`config.mk`:
```
export PLATFORM = sky130hd
export DESIGN_NAME = breakpoint_linear_interpolator
export DESIGN_NICKNAME = d
export VERILOG_FILES = /design/src/sv/bli_pkg.sv /design/src/sv/bli_ram.sv /design/src/sv/bli_ctrl.sv /design/src/sv/bli_dp.sv /design/src/sv/breakpoint_linear_interpolator.sv
export SDC_FILE = /design/constraint.sdc
export NUM_CORES = 2
export LEC_CHECK = 0
export CAP_MARGIN = 20
export CORE_MARGIN = 4
export CORE_UTILIZATION = 40
export CTS_CLUSTER_SIZE = 25
export DETAILED_ROUTE_END_ITERATION = 16
export DONT_BUFFER_PORTS = 1
export PLACE_DENSITY = 0.63
export SLEW_MARGIN = 20
export SYNTH_ARGS = -nofsm -noshare
export SYNTH_HDL_FRONTEND = slang
export SYNTH_SLANG_ARGS = --single-unit
```
`constraint.sdc`:
```
create_clock -name i_clk -period 7.5 [get_ports i_clk]
set_input_delay 0.75 -clock i_clk [delete_from_list [all_inputs] [get_ports i_clk]]
set_output_delay 0.75 -clock i_clk [all_outputs]
set_load 0.01 [all_outputs]
```
`src/sv/bli_pkg.sv`:
```
`default_nettype none

package bli_pkg;

    localparam int BLI_TABLE_DEPTH = 16;
    localparam int BLI_TIME_W      = 31;
    localparam int BLI_SHIFT_W     = 16;
    localparam int BLI_ENTRY_W     = BLI_TIME_W + BLI_SHIFT_W;
    localparam int BLI_PROD_W      = BLI_TIME_W + BLI_SHIFT_W;
    localparam int BLI_QUO_W       = BLI_SHIFT_W;
    localparam int BLI_STEP_W      = $clog2(BLI_QUO_W);

    localparam logic OP_APPEND = 1'b0;
    localparam logic OP_QUERY  = 1'b1;

    typedef struct packed {
        logic                          opcode;
        logic [BLI_TIME_W-1:0]         event_time;
        logic signed [BLI_SHIFT_W-1:0] shift_in;
    } t_in_item;

    typedef struct packed {
        logic signed [BLI_SHIFT_W-1:0] shift_out;
        logic                          table_full;
    } t_out_item;

    typedef enum logic [2:0] {
        EMIT_NONE,
        EMIT_ZERO,
        EMIT_FULL,
        EMIT_RD_SHIFT,
        EMIT_INTERP
    } t_emit;

    typedef struct packed {
        logic  load;
        logic  write;
        logic  idx_clr;
        logic  idx_inc;
        logic  take_prev;
        logic  prep;
        logic  mul;
        logic  div_load;
        logic  div_step;
        t_emit emit;
    } t_dp_cmd;

    typedef struct packed {
        logic is_query;
        logic empty;
        logic full;
        logic hit;
        logic idx_zero;
        logic idx_last;
    } t_dp_stat;

endpackage

`default_nettype wire

```
`src/sv/bli_ram.sv`:
```
`default_nettype none

module bli_ram #(
    parameter int WIDTH = 8,
    parameter int DEPTH = 16
) (
    input  wire logic                     i_clk,
    input  wire logic                     i_we,
    input  wire logic [$clog2(DEPTH)-1:0] i_waddr,
    input  wire logic [WIDTH-1:0]         i_wdata,
    input  wire logic [$clog2(DEPTH)-1:0] i_raddr,
    output logic      [WIDTH-1:0]         o_rdata
);

    logic [WIDTH-1:0] r_mem [DEPTH];

    always_ff @(posedge i_clk) begin
        if (i_we) begin
            r_mem[i_waddr] <= i_wdata;
        end
        o_rdata <= r_mem[i_raddr];
    end

endmodule

`default_nettype wire

```
`src/sv/bli_ctrl.sv`:
```
`default_nettype none

module bli_ctrl (
    input  wire logic              i_clk,
    input  wire logic              i_rst_n,
    input  wire logic              i_start,
    input  wire bli_pkg::t_dp_stat i_stat,
    output bli_pkg::t_dp_cmd       o_cmd,
    output logic                   o_busy
);

    import bli_pkg::*;

    typedef enum logic [2:0] {
        S_IDLE,
        S_DECODE,
        S_ISSUE,
        S_CHECK,
        S_MUL,
        S_DIVLD,
        S_DIV,
        S_FIN
    } t_state;

    t_state                r_state;
    t_state                n_state;
    logic [BLI_STEP_W-1:0] r_step;
    logic                  r_busy;

    always_comb begin
        n_state = r_state;
        o_cmd   = '0;
        o_cmd.emit = EMIT_NONE;
        case (r_state)
            S_IDLE: begin
                if (i_start) begin
                    o_cmd.load = 1'b1;
                    n_state    = S_DECODE;
                end
            end
            S_DECODE: begin
                n_state = S_IDLE;
                if (!i_stat.is_query) begin
                    if (i_stat.full) begin
                        o_cmd.emit = EMIT_FULL;
                    end else begin
                        o_cmd.write = 1'b1;
                        o_cmd.emit  = EMIT_ZERO;
                    end
                end else if (i_stat.empty) begin
                    o_cmd.emit = EMIT_ZERO;
                end else begin
                    o_cmd.idx_clr = 1'b1;
                    n_state       = S_ISSUE;
                end
            end
            // RAM read of the current index is in flight
            S_ISSUE: begin
                n_state = S_CHECK;
            end
            S_CHECK: begin
                if (i_stat.hit) begin
                    if (i_stat.idx_zero) begin
                        o_cmd.emit = EMIT_RD_SHIFT;
                        n_state    = S_IDLE;
                    end else begin
                        o_cmd.prep = 1'b1;
                        n_state    = S_MUL;
                    end
                end else if (i_stat.idx_last) begin
                    o_cmd.emit = EMIT_RD_SHIFT;
                    n_state    = S_IDLE;
                end else begin
                    o_cmd.take_prev = 1'b1;
                    o_cmd.idx_inc   = 1'b1;
                    n_state         = S_ISSUE;
                end
            end
            S_MUL: begin
                o_cmd.mul = 1'b1;
                n_state   = S_DIVLD;
            end
            S_DIVLD: begin
                o_cmd.div_load = 1'b1;
                n_state        = S_DIV;
            end
            S_DIV: begin
                o_cmd.div_step = 1'b1;
                if (r_step == BLI_STEP_W'(BLI_QUO_W - 1)) begin
                    n_state = S_FIN;
                end
            end
            S_FIN: begin
                o_cmd.emit = EMIT_INTERP;
                n_state    = S_IDLE;
            end
            default: begin
                n_state = S_IDLE;
            end
        endcase
    end

    always_ff @(posedge i_clk) begin
        if (!i_rst_n) begin
            r_state <= S_IDLE;
            r_step  <= '0;
            r_busy  <= 1'b0;
        end else begin
            r_state <= n_state;
            r_busy  <= (n_state != S_IDLE);
            if (r_state == S_DIV) begin
                r_step <= r_step + 1'b1;
            end else begin
                r_step <= '0;
            end
        end
    end

    assign o_busy = r_busy;

endmodule

`default_nettype wire

```
`src/sv/bli_dp.sv`:
```
`default_nettype none

module bli_dp #(
    parameter int TABLE_DEPTH = bli_pkg::BLI_TABLE_DEPTH
) (
    input  wire logic              i_clk,
    input  wire logic              i_rst_n,
    input  wire bli_pkg::t_in_item i_item,
    input  wire bli_pkg::t_dp_cmd  i_cmd,
    output bli_pkg::t_dp_stat      o_stat,
    output logic                   o_valid,
    output bli_pkg::t_out_item     o_result
);

    import bli_pkg::*;

    localparam int IDX_W = $clog2(TABLE_DEPTH);
    localparam int CNT_W = $clog2(TABLE_DEPTH + 1);

    t_in_item                r_item;
    logic [CNT_W-1:0]        r_count;
    logic [IDX_W-1:0]        r_idx;
    logic [BLI_TIME_W-1:0]   r_prev_time;
    logic [BLI_SHIFT_W-1:0]  r_prev_shift;
    logic [BLI_SHIFT_W-1:0]  r_mag;
    logic                    r_neg;
    logic [BLI_TIME_W-1:0]   r_dt;
    logic [BLI_TIME_W-1:0]   r_den;
    logic [BLI_PROD_W-1:0]   r_prod;
    logic [BLI_TIME_W-1:0]   r_rem;
    logic [BLI_QUO_W-1:0]    r_q;
    logic                    r_out_valid;
    t_out_item               r_out;

    logic [BLI_ENTRY_W-1:0]  rd_data;
    logic [BLI_TIME_W-1:0]   rd_time;
    logic [BLI_SHIFT_W-1:0]  rd_shift;
    logic [BLI_SHIFT_W:0]    diff;
    logic [BLI_SHIFT_W:0]    diff_abs;
    logic [BLI_TIME_W:0]     trial;
    logic [BLI_TIME_W:0]     trial_sub;
    logic [BLI_SHIFT_W:0]    q_signed;
    logic [BLI_SHIFT_W:0]    interp;

    bli_ram #(
        .WIDTH (BLI_ENTRY_W),
        .DEPTH (TABLE_DEPTH)
    ) u_ram (
        .i_clk   (i_clk),
        .i_we    (i_cmd.write),
        .i_waddr (r_count[IDX_W-1:0]),
        .i_wdata ({r_item.event_time, r_item.shift_in}),
        .i_raddr (r_idx),
        .o_rdata (rd_data)
    );

    assign rd_time  = rd_data[BLI_ENTRY_W-1:BLI_SHIFT_W];
    assign rd_shift = rd_data[BLI_SHIFT_W-1:0];

    assign diff     = {rd_shift[BLI_SHIFT_W-1], rd_shift}
                    - {r_prev_shift[BLI_SHIFT_W-1], r_prev_shift};
    assign diff_abs = diff[BLI_SHIFT_W] ? -diff : diff;

    // restoring division, one quotient bit per step
    assign trial     = {r_rem, r_q[BLI_QUO_W-1]};
    assign trial_sub = trial - {1'b0, r_den};

    assign q_signed = r_neg ? -{1'b0, r_q} : {1'b0, r_q};
    assign interp   = {r_prev_shift[BLI_SHIFT_W-1], r_prev_shift} + q_signed;

    always_comb begin
        o_stat.is_query = (r_item.opcode == OP_QUERY);
        o_stat.empty    = (r_count == '0);
        o_stat.full     = (r_count == CNT_W'(TABLE_DEPTH));
        o_stat.hit      = (r_item.event_time < rd_time);
        o_stat.idx_zero = (r_idx == '0);
        o_stat.idx_last = ((CNT_W'(r_idx) + 1'b1) == r_count);
    end

    always_ff @(posedge i_clk) begin
        if (i_cmd.load) begin
            r_item <= i_item;
        end
        if (i_cmd.idx_clr) begin
            r_idx <= '0;
        end else if (i_cmd.idx_inc) begin
            r_idx <= r_idx + 1'b1;
        end
        if (i_cmd.take_prev) begin
            r_prev_time  <= rd_time;
            r_prev_shift <= rd_shift;
        end
        if (i_cmd.prep) begin
            r_mag <= diff_abs[BLI_SHIFT_W-1:0];
            r_neg <= diff[BLI_SHIFT_W];
            r_dt  <= r_item.event_time - r_prev_time;
            r_den <= rd_time - r_prev_time;
        end
        if (i_cmd.mul) begin
            r_prod <= BLI_PROD_W'(r_mag) * BLI_PROD_W'(r_dt);
        end
        // quotient stays below 2^16, so the upper product bits start below den
        if (i_cmd.div_load) begin
            r_rem <= r_prod[BLI_PROD_W-1:BLI_QUO_W];
            r_q   <= r_prod[BLI_QUO_W-1:0];
        end else if (i_cmd.div_step) begin
            if (!trial_sub[BLI_TIME_W]) begin
                r_rem <= trial_sub[BLI_TIME_W-1:0];
                r_q   <= {r_q[BLI_QUO_W-2:0], 1'b1};
            end else begin
                r_rem <= trial[BLI_TIME_W-1:0];
                r_q   <= {r_q[BLI_QUO_W-2:0], 1'b0};
            end
        end
        case (i_cmd.emit)
            EMIT_ZERO: begin
                r_out.shift_out  <= '0;
                r_out.table_full <= 1'b0;
            end
            EMIT_FULL: begin
                r_out.shift_out  <= '0;
                r_out.table_full <= 1'b1;
            end
            EMIT_RD_SHIFT: begin
                r_out.shift_out  <= rd_shift;
                r_out.table_full <= 1'b0;
            end
            EMIT_INTERP: begin
                r_out.shift_out  <= interp[BLI_SHIFT_W-1:0];
                r_out.table_full <= 1'b0;
            end
            default: begin
                r_out <= r_out;
            end
        endcase
    end

    always_ff @(posedge i_clk) begin
        if (!i_rst_n) begin
            r_count     <= '0;
            r_out_valid <= 1'b0;
        end else begin
            if (i_cmd.write) begin
                r_count <= r_count + 1'b1;
            end
            r_out_valid <= (i_cmd.emit != EMIT_NONE);
        end
    end

    assign o_valid  = r_out_valid;
    assign o_result = r_out;

endmodule

`default_nettype wire

```
`src/sv/breakpoint_linear_interpolator.sv`:
```
`default_nettype none

// Breakpoint table with linear interpolation between stored points.
// Input: drive i_item and raise start; the item transfers at a rising edge
// where start is high and busy is low. opcode 0 appends (event_time,
// shift_in) to the end of the table unless full; opcode 1 queries the
// shift at event_time. Output: o_valid pulses for exactly one cycle with
// o_result; every item gives exactly one result. The receiver cannot
// stall, so the result must be captured in that cycle.
// For each table entry the query scan does a registered RAM read, then a
// compare; the division yields one quotient bit per cycle (16 bits).
// busy stays high until the result cycle, so one item is in flight at a time.
// Reset clears the fill count and the output strobe; table contents are
// not cleared and only entries below the fill count are ever read.
module breakpoint_linear_interpolator #(
    parameter int TABLE_DEPTH = bli_pkg::BLI_TABLE_DEPTH
) (
    input  wire logic              i_clk,
    input  wire logic              i_rst_n,
    input  wire logic              start,
    input  wire bli_pkg::t_in_item i_item,
    output logic                   busy,
    output logic                   o_valid,
    output bli_pkg::t_out_item     o_result
);

    import bli_pkg::*;

    t_dp_cmd  cmd;
    t_dp_stat stat;
    logic     ctrl_busy;

    bli_ctrl u_ctrl (
        .i_clk   (i_clk),
        .i_rst_n (i_rst_n),
        .i_start (start),
        .i_stat  (stat),
        .o_cmd   (cmd),
        .o_busy  (ctrl_busy)
    );

    bli_dp #(
        .TABLE_DEPTH (TABLE_DEPTH)
    ) u_dp (
        .i_clk    (i_clk),
        .i_rst_n  (i_rst_n),
        .i_item   (i_item),
        .i_cmd    (cmd),
        .o_stat   (stat),
        .o_valid  (o_valid),
        .o_result (o_result)
    );

    assign busy = ctrl_busy;

endmodule

`default_nettype wire
```
==> run summary <==
CTS tree = yes
All-layer global routing usage = 0.179
Vias in the first global route = 37600
Die Wd = 405 µm
Worst path most repeated cell = fa_1
Syn_nets = 5410
Lkg Pwr = 26.4 nW
Row cnt = 145
Final critical-path required period = 7.19 ns
Final ANT Viol Nets = 0
Register-to-register setup slack = 0.31 ns
Hold Path Cell Cnt = 0
I/O pin cnt = 70
Syn Area/Cell = 13.5 µm²
Total congestion overflow = 0
Clock Tree Buf Depth = 3
WP data arrival = 7.57 ns
Reg-to-reg critical path startpoint = u_dp.r_dt[12]
TNS Setup = 0 ns
Main area contributors after synthesis = edfxtp_1 49%, fa_1 13%, mux4_2 8.4%
Reg area = 32500 µm²
Share of cells above drive strength 1 = 0.116
Fin. Hold Viols = 0
Largest net degree at the start of global routing = 95
WL per Instance = 21.1 µm
Port-buffer cells = 0
First-pass GRT wire length = 227000 µm
Layout Skew = 0.0699 ns
Initial antenna violation count = 7
CP Data Required Time = 7.88 ns
Cell area after synthesis = 63100 µm²
Clock transition at path regs = 0.07 ns
Syn Inst Count = 4670
Hold endpoint = u_dp.r_item[14]
Area Overhead vs Synth = 10.5%
Setup-failing EPs final = 0
Crit-path slowest cell = edfxtp_1
Most frequent cells after synthesis = 1037 x edfxtp_1, 600 x inv_1, 470 x nand2_1
Die Y-Extent = 405 µm
Top FF cell, synth = edfxtp_1
Power per Cell Area = 209 nW/µm²
Residual DRC count = 0
Share of the synthesized area in the top cell type = 0.493
Die area = 164000 µm²
Post-synthesis cell type count = 77
Fill cells = 13900
Worst-Margin Slew = 1.11 ns
Worst rel slew slack = 0.253
HP Start = i_item[14]
R2R depth = 20
Hpwl dp = 96300 µm
Worst-Skew Late Latency = 0.69 ns
Fin. max-slew vios = 0
Crit path launch type = flip-flop
Worst-case vdd ir drop = 0.000170 V
Most common cell in the netlist = edfxtp_1
Post-synth ARST share = 0
Area of the multi-input gates = 27900 µm²
R2r endpoint = u_dp.r_prod[46]
RSZ-0062 raised after global routing = false
Starting Density = 0.403
Max-cap viol count = 0
DRT Pass-1 Iters = 7
Cell Chain, Critical Path = nand2_1 -> fa_1 -> inv_1 -> fa_1 -> fa_1 -> fa_1 -> fa_1 -> inv_1 -> fa_1 -> inv_1 -> ha_1 -> and3_1 -> a31oi_1 -> o21ai_0 -> a2111oi_2 -> a211o_1 -> and2_1 -> o21ai_0 -> a221oi_1 -> xnor2_1
Overall routed net length = 145000 µm
Fin util = 0.446
Routability cong. = 0.872
Synth area leader = edfxtp_1
H-tree depth = 3
CP endpoint kind = flip-flop
Max incr delay on CP = 0.83 ns
Status = complete, no violations
Synth Warn # = 0
Nets = 5448
CTS hold repair buffers = 0
FMAX = 139 MHz
Clock Tree Root = clkbuf_16
DR vias/cell = 5.29
Crit Path Class = reg2reg
Worst-path maximum fanout = 16
Final period util = 0.959
Cts bufs inserted = 106
Core Box Area = 157000 µm²
Initial DRC count = 2816
Number of synthesized flops with an enable pin = 1037
Hold crit path type = in2reg
Clock sink total = 1102
FF+latch count, synth = 1102
Post-synthesis sequential area ratio = 0.514
Vias post-DR = 36300
==> worst max-delay path: cells and delay by family, from the launching register on <==
kind	cells	cell delay, ns
adders and majority gates	7	3.45
xor gates and xnor gates	1	0.12
AOI/OAI and AO/OA	6	1.72
and+or+nand+nor	3	0.60
buffers and inverters	3	0.14
DFF	1	0.83
==> state kept, by name, summed over array words and instances, names as in the netlist, 3 cells and up <==
| register | flops |
|---|---|
| u_ctrl.r_state | 3 |
| u_ctrl.r_step | 4 |
| u_dp.o_result | 17 |
| u_dp.r_count | 5 |
| u_dp.r_den | 31 |
| u_dp.r_dt | 31 |
| u_dp.r_idx | 4 |
| u_dp.r_item | 47 |
| u_dp.r_mag | 16 |
| u_dp.r_prev_shift | 16 |
| u_dp.r_prev_time | 31 |
| u_dp.r_prod | 47 |
| u_dp.r_q | 16 |
| u_dp.r_rem | 31 |
| u_dp.u_ram.o_rdata | 47 |
| u_dp.u_ram.r_mem | 752 |
==> timing repair <==
action,in CTS,in global routing
setup endpoints to repair,0,8
hold endpoints to repair,0,0
gates resized for setup,0,0
setup buffers,0,32
==> placed cells by master, fill, tap and decap left out, drive strengths merged, types with 108 or more instances in the layout <==
master,n
a21oi,151
and2,221
buf,108
clkbuf,141
edfxtp,1037
fa,409
ha,280
inv,609
mux4,235
nand2,470
nor2,155
o21ai,126
xnor2,120
==> where the power goes <==
part           internal, mW  switching (mW)
registers              6.91           0.195
clock network          3.20            2.34
logic                 0.886            1.05
==> kinds of logic (layout without fill, tap and decap cells) <==
family,Yosys count,count (layout),synth area share
DFF,1102,1102,0.514
and+or+nand+nor,1086,1086,0.0822
buffers and inverters,780,911,0.0465
adders and majority gates,689,689,0.185
AOI/OAI and AO/OA,579,579,0.0600
muxes,264,264,0.0885
xor gates and xnor gates,170,170,0.0236
other,0,6,0
==> per-stage QoR <==
step | power, mW | setup slack [ns] | cell area, µm² | std cells | hold slack (ns)
after global placement | 9.15 | 0.326 | 65700 | 6624 | 0.438
after global routing | 15.2 | 0.00679 | 69700 | 6859 | 0.101
final | 14.6 | 0.311 | 69800 | 6865 | 0.151
after floorplan | 8.59 | 1.23 | 63100 | 4670 | 0.418
after CTS | 14.7 | 0.159 | 69400 | 6826 | 0.0926
after detailed placement | 9.17 | 0.242 | 65800 | 6625 | 0.443
==> area by class of cell <==
cell class | count | area share
multi-input cells | 2788 | 0.399
inverters | 601 | 0.0323
well taps | 2058 | 0.0369
repair buffers | 109 | 0.0134
flip-flops and latches | 1102 | 0.465
diodes | 6 | 0.000215
clock buffers | 140 | 0.0410
clock inverters | 61 | 0.0114
==> metal layers <==
metal,track usage,vias up,part of all wire,routed length [µm]
met4,0.0328,2,0.014,2070
li1,-,16600,-,-
met5,0,-,0.00014,20
met1,0.254,18600,0.45,64900
met3,0.0255,135,0.054,7800
met2,0.297,979,0.48,70000
==> worst max path at each step <==
| stage | end | slack, ns | from |
|---|---|---|---|
| after floorplan | u_dp.r_prod[44] | 1.23 | u_dp.r_dt[7] |
| after detailed placement | u_dp.r_prod[44] | 0.24 | u_dp.r_mag[1] |
| after global placement | u_dp.r_prod[46] | 0.33 | u_dp.r_mag[1] |
| after global routing | u_dp.r_prod[41] | 0.007 | u_dp.r_mag[1] |
| final | u_dp.r_prod[46] | 0.31 | u_dp.r_dt[12] |
| after CTS | u_dp.r_prod[46] | 0.16 | u_dp.r_mag[1] |
No activity file was read; power rests on OpenSTA's default activity.
